[src/rtl/waypoint_path_follower_macros.svh]
// Assertion helpers for the RTL; wpf_alu includes them.
`ifndef WAYPOINT_PATH_FOLLOWER_MACROS_SVH
`define WAYPOINT_PATH_FOLLOWER_MACROS_SVH

`ifndef SYNTHESIS
// Same-cycle implication.
`define WPF_ASSERT_IMP(lbl, clk, rstn, ante, cons) \
    lbl: assert property (@(posedge clk) disable iff (!rstn) (ante) |-> (cons)) \
        else $error("assertion failed");
// Next-cycle implication.
`define WPF_ASSERT_NXT(lbl, clk, rstn, ante, cons) \
    lbl: assert property (@(posedge clk) disable iff (!rstn) (ante) |=> (cons)) \
        else $error("assertion failed");
`else
`define WPF_ASSERT_IMP(lbl, clk, rstn, ante, cons)
`define WPF_ASSERT_NXT(lbl, clk, rstn, ante, cons)
`endif

`endif

[src/rtl/wpf_pkg.sv]
package wpf_pkg;

    // Waypoint memory depth; the slot and node fields are sized for it
    localparam int MAX_WAYPOINTS = 64;

    // Input commands
    localparam logic [1:0] CMD_STEP  = 2'd0;
    localparam logic [1:0] CMD_LOAD  = 2'd1;
    localparam logic [1:0] CMD_START = 2'd2;

    // Configuration register indexes
    localparam logic [2:0] REG_PATH_LENGTH    = 3'd0;
    localparam logic [2:0] REG_CYCLIC_PATH    = 3'd1;
    localparam logic [2:0] REG_ARRIVAL_RADIUS = 3'd2;
    localparam logic [2:0] REG_MIN_SPEED      = 3'd3;
    localparam logic [2:0] REG_MAX_SPEED      = 3'd4;
    localparam logic [2:0] REG_MAX_FORCE      = 3'd5;
    localparam logic [2:0] REG_AGENT_MASS     = 3'd6;

    typedef struct packed {
        logic [1:0]         cmd;
        logic signed [31:0] pos_x;
        logic signed [31:0] pos_y;
        logic signed [31:0] pos_z;
        logic signed [31:0] vel_x;
        logic signed [31:0] vel_y;
        logic signed [31:0] vel_z;
        logic [5:0]         wp_index;
        logic signed [31:0] wp_x;
        logic signed [31:0] wp_y;
        logic signed [31:0] wp_z;
    } wpf_in_t;

    typedef struct packed {
        logic signed [31:0] new_vel_x;
        logic signed [31:0] new_vel_y;
        logic signed [31:0] new_vel_z;
        logic [6:0]         node_index;
        logic               path_done;
    } wpf_out_t;

    typedef enum logic [1:0] {
        ALU_MUL,
        ALU_DIV,
        ALU_SQRT
    } alu_op_t;

    typedef struct packed {
        logic        start;
        alu_op_t     op;
        logic [63:0] a;
        logic [31:0] b;
    } alu_req_t;

    typedef struct packed {
        logic        done;
        logic [63:0] res;
    } alu_rsp_t;

endpackage

[src/rtl/wpf_alu.sv]
`include "waypoint_path_follower_macros.svh"

// Shared unit: 32x32 multiply, 64/32 restoring divide and 64-bit integer
// square root. All operands unsigned.
module wpf_alu import wpf_pkg::*; (
    input  logic     aclk,
    input  logic     aresetn,
    input  alu_req_t req,
    output alu_rsp_t rsp
);

    localparam int DIV_STEPS  = 64;
    localparam int SQRT_STEPS = 32;

    typedef enum logic [1:0] {
        A_IDLE,
        A_DIV,
        A_SQRT
    } alu_state_t;

    alu_state_t  state_reg;
    logic [5:0]  cnt_reg;
    logic [63:0] acc_reg;
    logic [34:0] rem_reg;
    logic [31:0] root_reg;
    logic [31:0] den_reg;
    logic [63:0] res_reg;
    logic        done_reg;

    logic [32:0] div_sh;
    logic        div_ge;
    logic [32:0] div_rem;
    logic [34:0] sq_sh;
    logic [34:0] sq_trial;
    logic        sq_ge;
    logic [34:0] sq_rem;

    always_comb begin
        div_sh   = {rem_reg[31:0], acc_reg[63]};
        div_ge   = div_sh >= {1'b0, den_reg};
        div_rem  = div_ge ? div_sh - {1'b0, den_reg} : div_sh;
        sq_sh    = {rem_reg[32:0], acc_reg[63:62]};
        sq_trial = {1'b0, root_reg, 2'b01};
        sq_ge    = sq_sh >= sq_trial;
        sq_rem   = sq_ge ? sq_sh - sq_trial : sq_sh;
    end

    always_ff @(posedge aclk) begin
        if (!aresetn) begin
            state_reg <= A_IDLE;
            cnt_reg   <= '0;
            done_reg  <= 1'b0;
        end else begin
            done_reg <= 1'b0;
            unique case (state_reg)
                A_IDLE: begin
                    if (req.start) begin
                        unique case (req.op)
                            ALU_MUL: begin
                                res_reg  <= 64'(req.a[31:0]) * 64'(req.b);
                                done_reg <= 1'b1;
                            end
                            ALU_DIV: begin
                                acc_reg   <= req.a;
                                den_reg   <= req.b;
                                rem_reg   <= '0;
                                state_reg <= A_DIV;
                            end
                            ALU_SQRT: begin
                                acc_reg   <= req.a;
                                rem_reg   <= '0;
                                root_reg  <= '0;
                                state_reg <= A_SQRT;
                            end
                            default: begin
                                res_reg  <= '0;
                                done_reg <= 1'b1;
                            end
                        endcase
                    end
                end
                A_DIV: begin
                    rem_reg <= 35'(div_rem);
                    acc_reg <= {acc_reg[62:0], div_ge};
                    cnt_reg <= cnt_reg + 6'd1;
                    if (cnt_reg == 6'(DIV_STEPS - 1)) begin
                        res_reg   <= {acc_reg[62:0], div_ge};
                        done_reg  <= 1'b1;
                        state_reg <= A_IDLE;
                    end
                end
                A_SQRT: begin
                    rem_reg  <= sq_rem;
                    root_reg <= {root_reg[30:0], sq_ge};
                    acc_reg  <= {acc_reg[61:0], 2'b00};
                    cnt_reg  <= cnt_reg + 6'd1;
                    if (cnt_reg == 6'(SQRT_STEPS - 1)) begin
                        cnt_reg   <= '0;
                        res_reg   <= {32'd0, root_reg[30:0], sq_ge};
                        done_reg  <= 1'b1;
                        state_reg <= A_IDLE;
                    end
                end
                default: state_reg <= A_IDLE;
            endcase
        end
    end

    assign rsp.done = done_reg;
    assign rsp.res  = res_reg;

    `WPF_ASSERT_IMP(a_start_idle, aclk, aresetn, req.start, state_reg == A_IDLE)
    `WPF_ASSERT_NXT(a_done_pulse, aclk, aresetn, done_reg, !done_reg)
    `WPF_ASSERT_IMP(a_cnt_idle, aclk, aresetn, state_reg == A_IDLE, cnt_reg == 6'd0)

endmodule

[config.mk]
export PLATFORM = sky130hd
export DESIGN_NAME = wpf_alu
export DESIGN_NICKNAME = d
export VERILOG_FILES = /design/src/rtl/wpf_pkg.sv /design/src/rtl/wpf_alu.sv
export VERILOG_INCLUDE_DIRS = /design/src /design/src/rtl
export SDC_FILE = /design/constraint.sdc
export NUM_CORES = 2
export LEC_CHECK = 0
export ABC_CLOCK_PERIOD_IN_PS = 23900
export BUFFER_PORTS_ARGS = -buffer_cell sky130_fd_sc_hd__buf_2
export CAP_MARGIN = 15
export CORE_MARGIN = 2
export CORE_UTILIZATION = 50
export DETAILED_ROUTE_END_ITERATION = 10
export HOLD_SLACK_MARGIN = 0.02
export PLACE_DENSITY = 0.64
export SKIP_CTS_REPAIR_TIMING = 1
export SLEW_MARGIN = 15
export SYNTH_ARGS = -nofsm -noshare
export SYNTH_HDL_FRONTEND = slang
export SYNTH_SLANG_ARGS = --single-unit
[constraint.sdc]
create_clock -name aclk -period 23.9 [get_ports aclk]
set_input_delay 0 -clock aclk [delete_from_list [all_inputs] [get_ports aclk]]
set_output_delay 0 -clock aclk [all_outputs]
set_load 0.03 [all_outputs]
==> flow_summary.toml <==
[run_status]
status = "completed"

[synth]
synth.area.top_cells = "fa_1 (38%), edfxtp_1 (14%), ha_1 (8.9%), and2_1 (7.9%), inv_1 (7.5%)"
syn_area_um2 = 47500
synth_cells = 5115
ys_warn_count = 0
synth_edf_count = 225
async_flop_share_pct = 0
synth_ff_type = "edfxtp_1"
avgSynthCellArea_um2 = 9.29
ys_types = 88
synth-seq-cells = 234
syn-num-nets = 6450
yosys.area.top_type = "fa_1"
seq_area_frac_synth_pct = 14.6
synthDominantCellAreaShare_pct = 37.8

[sta]
fin_crit_sh_pct = 31.5
holdWs_ns = 0.0283
finClkSkew_ns = 0.0107
finalHoldViolations = 0
relSlewSlack_pct = 32.9
drv_slew = 0
fmax_ghz = 0.133
worstMarginPinSlew_ns = 1.01
finalSetupTns_ns = 0
grt_setup_unrepaired = "no"
fin_crit_ns = 7.53
setup_viol = 0

[hold_path]
hold_class = "in2reg"

[route]
first_pass_iters = 6
vias = 36100
drcViolationCount = 0
drtIter0Drc = 2802
antenna_left = 0
wl_per_cell_um = 21.7
viasPerCell = 5.67
wl_um = 138000

[placed_design]
dp_hpwl_um = 107000
gp_congestion = 0.932
io_buffers = 165

[grt]
grt_pass1_vias = 38100
grt.total_usage_pct = 29.0
grt.overflow.total = 0
grt_max_degree = 84
grt_pass1_wl_um = 220000
antenna_found_initial = 6

[setup_path]
start_kind = "primary input"
cp.required_ns = 24.20
cp_data_arrival_time_ns = 7.83
cp_max_fo = 33
endpoint_kind = "flop"
worstSetupPathType = "in2reg"

[clock_tree]
clockRootBuffer = "clkbuf_16"
numCtsBuffers = 25
clk_path_buf_depth = 3
path_clk_slew_ns = 0.06
h-tree-depth = 1
insertion_delay_ns = 0.55
cts.sinks = 234
cts_tree = "built"

[final_layout]
final_cell_mix = "inv_1 (952), fa_1 (897), and2_1 (603)"
final_common_cell = "inv_1"
drive_gt1_share_pct = 5.23
nNetsFinal = 6420
area_growth_pct = 5.84
final_util_pct = 53.2

[floorplanning]
rows = 113
die_area_um2 = 97500
dieHeight_um = 312
die_w_um = 312
core-area_um2 = 94600
start_util_pct = 50.2
pin_count = 166

[flow_run]
cap_violations = 0
## worst max-delay path: stages
cell and delay [ns]:
buf_2 0.65, and2_1 0.26, fa_1 0.43, inv_1 0.08
fa_1 0.42, fa_1 0.47, fa_1 0.54, inv_1 0.06
fa_1 0.49, inv_1 0.06, fa_1 0.53, inv_1 0.05
fa_1 0.48, fa_1 0.42, ha_1 0.39, a21oi_1 0.29
o21ai_0 0.16, a211oi_1 0.34, o211ai_1 0.20, a21oi_2 0.38
o21ai_0 0.29, and3_1 0.25, or3_1 0.30, a32o_1 0.24
## logic make-up after synthesis
family | Yosys count | synth area share, %
xor+xnor | 106 | 1.95
buf+inv | 1239 | 9.88
fa+ha+maj | 1234 | 46.7
compound gates | 723 | 9.70
flops | 234 | 14.6
mux | 41 | 0.864
simple gates | 1538 | 16.3
## Yosys cell counts, types with 8 or more instances
library cell and instances:
a211oi_1 19, a21o_1 46, a21oi_1 257, a22oi_1 63, a31oi_1 21, and2_1 603
and3_1 26, and4_1 8, clkbuf_1 269, dfxtp_1 9, edfxtp_1 225, fa_1 897
ha_1 337, inv_1 952, mux2i_1 41, nand2_1 562, nand2b_1 14, nand3_1 32
nand4_1 29, nor2_1 173, nor2b_1 14, nor3_1 31, o211ai_1 18, o21a_1 15
o21ai_0 107, o21bai_1 33, o22ai_1 45, o31ai_1 13, or3_1 18, xnor2_1 66
xor2_1 40
## routing by layer
metal  routed length [µm]  GRT usage, %
met1                56600          39.0
met2                69000          49.5
met3                 7870          3.10
met4                 4860          8.96
met5                    0             0
## path summary, 6_finish.rpt
kind	startpoint	endpoint	slack (ns)	cells after the start
setup / recovery	req[47]	res_reg[61]	16.37	24
hold / removal	req[5]	den_reg[5]	0.03	1
setup reg to reg	rem_reg[5]	rem_reg[24]	19.72	11
hold reg to reg	state_reg[0]	state_reg[0]	0.54	2
## layout make-up
cell class / count / area, µm²
Clock buffer: 29 / 641
Fill cell: 8763 / 44300
Clock inverter: 16 / 196
Inverter: 954 / 3580
Multi-Input combinational cell: 3642 / 35900
Sequential cell: 234 / 6940
Antenna cell: 4 / 10.0
Timing Repair Buffer: 228 / 1400
Tap cell: 1265 / 1580
## per-stage QoR
| step | cells | setup slack [ns] | instance area, µm² |
|---|---|---|---|
| 2_1_floorplan | 5115 | 15.24 | 47500 |
| 3_3_place_gp | 6289 | 16.00 | 49100 |
| 3_5_place_dp | 6289 | 15.92 | 49100 |
| 4_1_cts | 6334 | 16.47 | 49900 |
| 5_1_grt | 6369 | 16.01 | 50300 |
| 6_report | 6372 | 16.37 | 50300 |
Power is left out: the tool's default activity adds up to more than one toggle a clock period on the data nets, which glitch-free logic cannot reach.
